===== src/sv/bounded_deque_with_min_max_unit_macros.svh =====
// ----------------------------------------------------------------------------
// Bounded deque assertion macros
// Shared assertion forms for the deque with min and max tracking.
// ----------------------------------------------------------------------------
`ifndef BOUNDED_DEQUE_WITH_MIN_MAX_UNIT_MACROS_SVH
`define BOUNDED_DEQUE_WITH_MIN_MAX_UNIT_MACROS_SVH

// Checked at every clock edge outside reset.
`define BDQMM_ASSERT(name, prop, msg) \
   name: assert property (@(posedge clock) disable iff (reset) prop) else $error(msg);

// Checked at every clock edge, reset included.
`define BDQMM_ASSERT_ALWAYS(name, prop, msg) \
   name: assert property (@(posedge clock) prop) else $error(msg);

`endif


===== src/sv/bdqmm_pkg.sv =====
// ----------------------------------------------------------------------------
// Bounded deque package
// Sizes, operation codes and payload types of the deque with min and max.
// ----------------------------------------------------------------------------
`default_nettype none

package bdqmm_pkg;

   localparam int DEPTH   = 16;
   localparam int IDX_W   = (DEPTH > 1) ? $clog2(DEPTH) : 1;
   localparam int CNT_W   = $clog2(DEPTH + 1);
   localparam int DATA_W  = 32;
   localparam int COUNT_W = 5;

   localparam logic [1:0] KIND_PUSH_FRONT = 2'd0;
   localparam logic [1:0] KIND_PUSH_BACK  = 2'd1;
   localparam logic [1:0] KIND_POP_FRONT  = 2'd2;
   localparam logic [1:0] KIND_POP_BACK   = 2'd3;

   typedef struct packed {
      logic [1:0]               kind;
      logic signed [DATA_W-1:0] value;
   } req_type;

   typedef struct packed {
      logic signed [DATA_W-1:0] front_value;
      logic signed [DATA_W-1:0] back_value;
      logic signed [DATA_W-1:0] max_value;
      logic signed [DATA_W-1:0] min_value;
      logic [COUNT_W-1:0]       count;
      logic                     empty_res;
      logic                     error;
   } rsp_type;

   typedef struct packed {
      logic valid;
      logic first;
      logic last;
   } scan_ctl_type;

endpackage

`default_nettype wire


===== src/sv/bdqmm_ram.sv =====
// ----------------------------------------------------------------------------
// Generic RAM
// One write port and one read port with registered read data.
// ----------------------------------------------------------------------------
`default_nettype none

module bdqmm_ram #(
   parameter int WIDTH = 32,
   parameter int DEPTH = 16
) (
   input  wire                             clock,
   input  wire                             wr_en,
   input  wire  [$clog2(DEPTH)-1:0]        wr_addr,
   input  wire  [WIDTH-1:0]                wr_data,
   input  wire  [$clog2(DEPTH)-1:0]        rd_addr,
   output logic [WIDTH-1:0]                rd_data
);

   logic [WIDTH-1:0] mem [DEPTH];

   always_ff @(posedge clock) begin
      if (wr_en) begin
         mem[wr_addr] <= wr_data;
      end
      rd_data <= mem[rd_addr];
   end

endmodule

`default_nettype wire


===== src/sv/bdqmm_scan.sv =====
// ----------------------------------------------------------------------------
// Deque scan unit
// Folds the stream of stored values into front, back, maximum and minimum.
// ----------------------------------------------------------------------------
`default_nettype none

module bdqmm_scan (
   input  wire                                       clock,
   input  bdqmm_pkg::scan_ctl_type                   ctl,
   input  wire  [bdqmm_pkg::DATA_W-1:0]              data,
   output logic signed [bdqmm_pkg::DATA_W-1:0]       front_ff,
   output logic signed [bdqmm_pkg::DATA_W-1:0]       back_ff,
   output logic signed [bdqmm_pkg::DATA_W-1:0]       max_ff,
   output logic signed [bdqmm_pkg::DATA_W-1:0]       min_ff
);

   logic signed [bdqmm_pkg::DATA_W-1:0] word;
   logic signed [bdqmm_pkg::DATA_W-1:0] front_in;
   logic signed [bdqmm_pkg::DATA_W-1:0] back_in;
   logic signed [bdqmm_pkg::DATA_W-1:0] max_in;
   logic signed [bdqmm_pkg::DATA_W-1:0] min_in;

   assign word = $signed(data);

   always_comb begin
      front_in = front_ff;
      back_in  = back_ff;
      max_in   = max_ff;
      min_in   = min_ff;
      if (ctl.valid) begin
         if (ctl.first) begin
            front_in = word;
            max_in   = word;
            min_in   = word;
         end else begin
            if (word > max_ff) begin
               max_in = word;
            end
            if (word < min_ff) begin
               min_in = word;
            end
         end
         if (ctl.last) begin
            back_in = word;
         end
      end
   end

   always_ff @(posedge clock) begin
      front_ff <= front_in;
      back_ff  <= back_in;
      max_ff   <= max_in;
      min_ff   <= min_in;
   end

endmodule

`default_nettype wire


===== src/sv/bounded_deque_with_min_max_unit.sv =====
// ----------------------------------------------------------------------------
// Bounded deque with min and max
// Ring-stored double-ended queue that reports ends, extremes and count.
// ----------------------------------------------------------------------------
// A request is accepted only in idle; unless the deque is then empty, the scan
// reads every stored value, front to back, through the single read port. The
// response is registered once the output register is free, and no new request
// is taken until that response has been loaded.
// Reset clears the indexes, the count and all handshake state; the value
// memory is not cleared and needs no clearing pass.
`default_nettype none
`include "bounded_deque_with_min_max_unit_macros.svh"

module bounded_deque_with_min_max_unit (
   input  wire                clock,
   input  wire                reset,
   input  wire                req_valid,
   output logic               req_ready,
   input  bdqmm_pkg::req_type req_data,
   output logic               rsp_valid,
   input  wire                rsp_ready,
   output bdqmm_pkg::rsp_type rsp_data
);

   typedef enum logic [2:0] {
      ST_IDLE = 3'b001,
      ST_SCAN = 3'b010,
      ST_DONE = 3'b100
   } state_type;

   localparam int IDX_W = bdqmm_pkg::IDX_W;
   localparam int CNT_W = bdqmm_pkg::CNT_W;

   function automatic logic [IDX_W-1:0] slot_next(input logic [IDX_W-1:0] i);
      return (i == IDX_W'(bdqmm_pkg::DEPTH - 1)) ? '0 : i + 1'b1;
   endfunction

   function automatic logic [IDX_W-1:0] slot_prev(input logic [IDX_W-1:0] i);
      return (i == '0) ? IDX_W'(bdqmm_pkg::DEPTH - 1) : i - 1'b1;
   endfunction

   state_type          state_ff, state_in;
   logic [IDX_W-1:0]   front_ff, front_in;
   logic [IDX_W-1:0]   back_ff, back_in;
   logic [CNT_W-1:0]   count_ff, count_in;
   logic               error_ff, error_in;
   logic [IDX_W-1:0]   rd_addr_ff, rd_addr_in;
   logic [CNT_W-1:0]   issue_ff, issue_in;
   logic               data_valid_ff, data_valid_in;
   logic               last_ff, last_in;
   logic               first_ff, first_in;
   logic               rsp_valid_ff, rsp_valid_in;
   bdqmm_pkg::rsp_type rsp_ff, rsp_in;

   logic                          req_fire;
   logic                          full;
   logic                          empty;
   logic                          wr_en;
   logic [IDX_W-1:0]              wr_addr;
   logic                          op_error;
   logic                          rsp_load;
   logic [bdqmm_pkg::DATA_W-1:0]  rd_data;
   bdqmm_pkg::scan_ctl_type       scan_ctl;
   logic signed [bdqmm_pkg::DATA_W-1:0] scan_front;
   logic signed [bdqmm_pkg::DATA_W-1:0] scan_back;
   logic signed [bdqmm_pkg::DATA_W-1:0] scan_max;
   logic signed [bdqmm_pkg::DATA_W-1:0] scan_min;

   assign req_ready = (state_ff == ST_IDLE);
   assign req_fire  = req_valid && req_ready;
   assign full      = (count_ff == CNT_W'(bdqmm_pkg::DEPTH));
   assign empty     = (count_ff == '0);

   // Index and count update for the accepted request.
   always_comb begin
      front_in = front_ff;
      back_in  = back_ff;
      count_in = count_ff;
      wr_en    = 1'b0;
      wr_addr  = front_ff;
      op_error = 1'b0;
      case (req_data.kind)
         bdqmm_pkg::KIND_PUSH_FRONT, bdqmm_pkg::KIND_PUSH_BACK: begin
            if (full) begin
               op_error = 1'b1;
            end else if (empty) begin
               back_in  = front_ff;
               wr_en    = 1'b1;
               wr_addr  = front_ff;
               count_in = CNT_W'(1);
            end else if (req_data.kind == bdqmm_pkg::KIND_PUSH_FRONT) begin
               front_in = slot_prev(front_ff);
               wr_en    = 1'b1;
               wr_addr  = slot_prev(front_ff);
               count_in = count_ff + 1'b1;
            end else begin
               back_in  = slot_next(back_ff);
               wr_en    = 1'b1;
               wr_addr  = slot_next(back_ff);
               count_in = count_ff + 1'b1;
            end
         end
         bdqmm_pkg::KIND_POP_FRONT: begin
            if (empty) begin
               op_error = 1'b1;
            end else begin
               count_in = count_ff - 1'b1;
               if (count_ff != CNT_W'(1)) begin
                  front_in = slot_next(front_ff);
               end
            end
         end
         default: begin
            if (empty) begin
               op_error = 1'b1;
            end else begin
               count_in = count_ff - 1'b1;
               if (count_ff != CNT_W'(1)) begin
                  back_in = slot_prev(back_ff);
               end
            end
         end
      endcase
   end

   assign rsp_load = (state_ff == ST_DONE) && (!rsp_valid_ff || rsp_ready);

   always_comb begin
      state_in      = state_ff;
      error_in      = error_ff;
      rd_addr_in    = rd_addr_ff;
      issue_in      = issue_ff;
      data_valid_in = 1'b0;
      last_in       = 1'b0;
      first_in      = first_ff;
      case (state_ff)
         ST_IDLE: begin
            if (req_fire) begin
               error_in   = op_error;
               rd_addr_in = front_in;
               issue_in   = count_in;
               first_in   = 1'b1;
               state_in   = (count_in == '0) ? ST_DONE : ST_SCAN;
            end
         end
         ST_SCAN: begin
            if (issue_ff != '0) begin
               rd_addr_in    = slot_next(rd_addr_ff);
               issue_in      = issue_ff - 1'b1;
               data_valid_in = 1'b1;
               last_in       = (issue_ff == CNT_W'(1));
            end
            if (data_valid_ff) begin
               first_in = 1'b0;
               if (last_ff) begin
                  state_in = ST_DONE;
               end
            end
         end
         ST_DONE: begin
            if (rsp_load) begin
               state_in = ST_IDLE;
            end
         end
         default: begin
            state_in = ST_IDLE;
         end
      endcase
   end

   always_comb begin
      rsp_in.count     = bdqmm_pkg::COUNT_W'(count_ff);
      rsp_in.empty_res = empty;
      rsp_in.error     = error_ff;
      if (empty) begin
         rsp_in.front_value = '0;
         rsp_in.back_value  = '0;
         rsp_in.max_value   = '0;
         rsp_in.min_value   = '0;
      end else begin
         rsp_in.front_value = scan_front;
         rsp_in.back_value  = scan_back;
         rsp_in.max_value   = scan_max;
         rsp_in.min_value   = scan_min;
      end
   end

   always_comb begin
      rsp_valid_in = rsp_valid_ff;
      if (rsp_load) begin
         rsp_valid_in = 1'b1;
      end else if (rsp_ready) begin
         rsp_valid_in = 1'b0;
      end
   end

   always_ff @(posedge clock) begin
      if (reset) begin
         state_ff      <= ST_IDLE;
         front_ff      <= '0;
         back_ff       <= '0;
         count_ff      <= '0;
         error_ff      <= 1'b0;
         issue_ff      <= '0;
         data_valid_ff <= 1'b0;
         last_ff       <= 1'b0;
         first_ff      <= 1'b0;
         rsp_valid_ff  <= 1'b0;
      end else begin
         state_ff      <= state_in;
         error_ff      <= error_in;
         issue_ff      <= issue_in;
         data_valid_ff <= data_valid_in;
         last_ff       <= last_in;
         first_ff      <= first_in;
         rsp_valid_ff  <= rsp_valid_in;
         if (req_fire) begin
            front_ff <= front_in;
            back_ff  <= back_in;
            count_ff <= count_in;
         end
      end
   end

   always_ff @(posedge clock) begin
      rd_addr_ff <= rd_addr_in;
      if (rsp_load) begin
         rsp_ff <= rsp_in;
      end
   end

   assign scan_ctl.valid = data_valid_ff;
   assign scan_ctl.first = first_ff;
   assign scan_ctl.last  = last_ff;

   bdqmm_ram #(
      .WIDTH (bdqmm_pkg::DATA_W),
      .DEPTH (bdqmm_pkg::DEPTH)
   ) u_value_ram (
      .clock   (clock),
      .wr_en   (wr_en && req_fire),
      .wr_addr (wr_addr),
      .wr_data (req_data.value),
      .rd_addr (rd_addr_ff),
      .rd_data (rd_data)
   );

   bdqmm_scan u_scan (
      .clock    (clock),
      .ctl      (scan_ctl),
      .data     (rd_data),
      .front_ff (scan_front),
      .back_ff  (scan_back),
      .max_ff   (scan_max),
      .min_ff   (scan_min)
   );

   assign rsp_valid = rsp_valid_ff;
   assign rsp_data  = rsp_ff;

   `BDQMM_ASSERT(a_count_bound, count_ff <= CNT_W'(bdqmm_pkg::DEPTH), "count above depth")
   `BDQMM_ASSERT(a_full_push_err, (req_fire && full && !req_data.kind[1]) |=> error_ff, "full push not rejected")
   `BDQMM_ASSERT(a_count_moves, (req_fire && !op_error) |=> (count_ff != $past(count_ff)), "count did not change")
   `BDQMM_ASSERT(a_data_in_scan, data_valid_ff |-> (state_ff == ST_SCAN), "read data outside scan")
   `BDQMM_ASSERT_ALWAYS(a_ready_idle, req_ready |-> !data_valid_ff, "request taken while scanning")

endmodule

`default_nettype wire

===== config.mk =====
export PLATFORM = sky130hd
export DESIGN_NAME = bounded_deque_with_min_max_unit
export DESIGN_NICKNAME = d
export VERILOG_FILES = /design/src/sv/bdqmm_pkg.sv /design/src/sv/bdqmm_ram.sv /design/src/sv/bdqmm_scan.sv /design/src/sv/bounded_deque_with_min_max_unit.sv
export VERILOG_INCLUDE_DIRS = /design/src /design/src/sv
export SDC_FILE = /design/constraint.sdc
export NUM_CORES = 1
export LEC_CHECK = 0
export BUFFER_PORTS_ARGS = -buffer_cell sky130_fd_sc_hd__buf_2
export CORE_ASPECT_RATIO = 1.5
export CORE_MARGIN = 5
export CORE_UTILIZATION = 59
export CTS_CLUSTER_SIZE = 12
export DETAILED_ROUTE_END_ITERATION = 10
export GPL_TIMING_DRIVEN = 0
export PLACE_DENSITY = 0.87
export SETUP_SLACK_MARGIN = 0.15
export SYNTH_ARGS = -nofsm -noshare
export SYNTH_HDL_FRONTEND = slang
export SYNTH_SLANG_ARGS = --single-unit

===== constraint.sdc =====
create_clock -name clock -period 8.8 [get_ports clock]
set_input_delay 1.76 -clock clock [delete_from_list [all_inputs] [get_ports clock]]
set_output_delay 1.76 -clock clock [all_outputs]
set_load 0.02 [all_outputs]

==> results.md <==
- The flow ran to the end, and the final reports show no timing, DRC or antenna violations.
- In this run the power density over the cells is 264 mW/mm^2.
- The number of detailed-routing iterations run before antenna repair is 6.
- The cell count after synthesis came out at 1717.
- In the layout the commonest cells are 779 x edfxtp_1, 186 x buf_2, 160 x mux4_2.
- The utilization after layout is 0.679.
- The endpoint class of the critical path is a register.
- Setup repair after global routing left no endpoint under its margin.
- The initial detailed-routing violation count is 1896.
- The origin of the worst setup path is req_data[33].
- The routed via count divided by cell count is 6.40.
- The final number of max-transition violations is 0.
- The library cell used most frequently in the layout, excluding fill and tap cells, is edfxtp_1.
- Across the routed clock network, the largest skew measured is 25.6 ps.
- Setup violations remaining at the end of the flow were counted as 0.
- The share of synthesized area spent on multiplexers is 0.113.
- Setup total negative slack on the finished layout was measured at 0 ps.
- In this run the mean area of a mapped cell was 18.9 sq um.
- The port buffer count is 173.
- The number of enable flip-flop cells after synthesis is 779.
- The later pin in the worst-skew pair is clocked with a latency of 630 ps.
- The count of nets left with antenna violations once routing finished came out at 0.
- The synthesis warning total is 0.
- The site row count is 105.
- The compound-cell area share of the yosys netlist is 0.0306.
- The die is 297 um tall.
- After clock tree synthesis, the clock-pin slew on the worst setup and hold paths is 60 ps.
- The clock sink total is 837.
- Across all register-to-register paths, the minimum setup slack is 4700 ps.
- The total overflow left after global routing is 0.
- The number of antenna violations at the first check in global routing is 7.
- In this run the static leakage power is 12.7 nW.
- Across every metal layer, demand over resource in global routing totals 0.263.
- The worst slew slack as a fraction of its limit is 0.361.
- The area growth from synthesis to final layout is 14.2%.
- The share of synthesized cell area in and, or, nand and nor gates is 0.0496.
- The mapped cell area is 0.0325 sq mm.
- The TritonCTS clock tree is yes.
- The endpoint identified for the worst register-to-register timing path is u_value_ram.mem[11][13].
- IR analysis of the VDD net gives a maximum drop of 0.000134 V.
- The startpoint identified for the worst register-to-register timing path is count_ff[0].
- The number of gates resized after cts is 0.
- The half-perimeter wire length after detailed placement is 50000 um.
- Across the run, the number of max-cap violations was 0.
- The core footprint is 0.0547 sq mm.
- Ranked by total cell area, the synthesized netlist is headed by edfxtp_1 72%, mux4_2 11%, dfxtp_1 3.6%.
- The post-synthesis cell type count is 68.
- The cell taking the most area after synthesis is edfxtp_1.
- Of the available clock period, the critical path in the final layout requires 0.475.
- After detailed routing, the average wire length per cell comes to 28.6 um.
- Along the worst path, the maximum fanout reaches 10.
- The number of setup buffers added after CTS is 0.
- The class of the worst hold path is reg2reg.
- The adder-cell area share of the yosys netlist is 0.0293.
- The number of global-route vias before repair is 18400.
- The count of hold-fix buffers inserted at cts is 0.
- The first global-routing pass estimated 118000 um of wire.
- After detailed routing, the total wire length is 78900 um.
- Across all layers, the routed design uses 17600 vias.
- The global routing stage identified its most utilized layer as met2.
- The die covers 0.0600 sq mm.
- The number of fill cells is 3165.
- The required arrival time at the worst endpoint is 9130 ps.
- The worst path arrival time is 4510 ps.
- For met2 alone, demand over resource in global routing was 0.475.
- The fraction of synthesized cell area taken by the top area cell type is 0.720.
- STA classifies the critical path startpoint as an input pin.
- The timing endpoint of the critical path is u_value_ram.mem[11][13].
- The H-tree generated during clock tree synthesis spans 3 levels.
- The critical path class is in2reg.
- The overall die width is 202 um.
- For this run, design rule violations remaining after detail routing come to 0.
- The net count reported at finish is 2121.
- Among all flip-flop cells after synthesis, the most frequent one is edfxtp_1.
- The maximum buffer depth of the clock tree is 3.
- The share of synthesized registers carrying an async set or reset is 0.
- The initial core utilization is 0.595.
- Based on the critical path, the design can be clocked at up to 239 MHz.
- The slew at the pin closest to its max-slew limit is 959 ps.
- For met3 alone, demand over resource in global routing was 0.0534.
- After synthesis, the largest family of logic cells by area is multiplexers.
- The sequential fraction of the synthesis area is 0.756.
- The xor and xnor fraction of the mapped netlist area is 0.00135.
- The number of clock buffers added by TritonCTS is 79.
- After layout, the minimum clock period comes to 4180 ps.
- Entering global routing, the biggest net connects 41 pins.
- Counting cells, the worst reg-to-reg path comes to 12.
- The final-report hold violation count is 0.
- Routability-driven placement finished with a final weighted congestion of 0.917.
- Of the cells placed in the final design, the portion with a size suffix greater than 1 is 0.248.
- Pin placement for this block handled 175 I/O pins.
- The cell at the root of the clock tree is clkbuf_16.
- The number of nets handed over by synthesis was 1831.
- After synthesis the netlist holds a flip-flop and latch count of 837.
- For this run, global-route usage on met1 was measured as 0.304.
==> Yosys cell counts, types with 12 or more instances <==
cell      instances
edfxtp_1        779
mux4_2          160
nor2_1          125
inv_1            80
ha_1             76
and2_1           69
dfxtp_1          58
nand2_1          51
a21oi_1          49
clkbuf_1         40
o21ai_0          27
buf_2            13
nand3_1          13
nor3_1           12
==> per-stage QoR <==
step | power [mW] | setup WS, ps | hold WS [ps] | std cells | area (sq um)
2_1_floorplan | 6.01 | 735 | 408 | 1717 | 32500
5_1_grt | 10.1 | 4430 | 479 | 2755 | 37100
4_1_cts | 9.78 | 4690 | 457 | 2754 | 37100
6_report | 9.78 | 4620 | 457 | 2757 | 37100
3_3_place_gp | 6.56 | -992 | 430 | 2585 | 34200
3_5_place_dp | 6.69 | 4060 | 445 | 2621 | 34800
==> logic make-up after synthesis <==
kind of cell / Yosys count
buffers and inverters: 155
multiplexers: 166
AND/OR/NAND/NOR: 325
AO/OA/AOI/OAI: 153
adder cells (fa/ha/maj): 76
flip-flops: 837
XOR/XNOR: 5
==> layout make-up <==
class | instances | area, sq um | area share
plain buffers | 74 | 369 | 0.00995
clock buffers | 127 | 2180 | 0.0587
clock inverters | 6 | 82.6 | 0.00222
well taps | 695 | 870 | 0.0234
diodes | 3 | 7.51 | 0.000202
repair buffers | 209 | 1340 | 0.0362
flip-flops and latches | 837 | 24600 | 0.662
inverters | 81 | 304 | 0.00819
multi-input cells | 725 | 7410 | 0.200
==> critical path, cell delays in order <==
cell and delay [ps]:
buf_2 130, buf_2 190, inv_1 150, nand2_1 140, a211o_1 240, o21ai_1 160
nand3_1 380, nor4_2 630, buf_4 300, buf_4 210, buf_4 200
==> worst min-delay path by stage <==
| stage | start | endpoint | slack, ps | depth (start not counted) |
|---|---|---|---|---|
| 2_1_floorplan | error_ff | rsp_data[0] | 410 | 0 |
| 3_3_place_gp | error_ff | rsp_data[0] | 430 | 0 |
| 3_5_place_dp | error_ff | rsp_data[0] | 450 | 0 |
| 4_1_cts | error_ff | rsp_data[0] | 460 | 0 |
| 5_1_grt | error_ff | rsp_data[0] | 480 | 0 |
| 6_report | error_ff | rsp_data[0] | 460 | 0 |
==> layer usage <==
metal / vias up / part of all wire
met5: - / 0.00052
met4: 6 / 0.049
met3: 248 / 0.078
met2: 1170 / 0.54
met1: 8872 / 0.33
li1: 7338 / -
==> registers in the layout (all words and copies together) (netlist names) <==
| name | flops |
|---|---|
| back_ff | 4 |
| count_ff | 5 |
| data_valid_ff | 1 |
| error_ff | 1 |
| first_ff | 1 |
| front_ff | 4 |
| issue_ff | 5 |
| last_ff | 1 |
| rd_addr_ff | 4 |
| rsp_data | 135 |
| rsp_valid | 1 |
| state_ff | 3 |
| u_scan.back_ff | 32 |
| u_scan.front_ff | 32 |
| u_scan.max_ff | 32 |
| u_scan.min_ff | 32 |
| u_value_ram.mem | 512 |
| u_value_ram.rd_data | 32 |
==> report_power, final <==
group	total (mW)	switching (mW)	leakage, nW	internal, mW
clock network	3.10	1.40	1.08	1.70
registers	4.88	0.237	7.51	4.65
logic	1.81	1.07	4.07	0.735
total	9.78	2.70	12.7	7.08
Note: power is estimated with default switching activity, not from simulation.
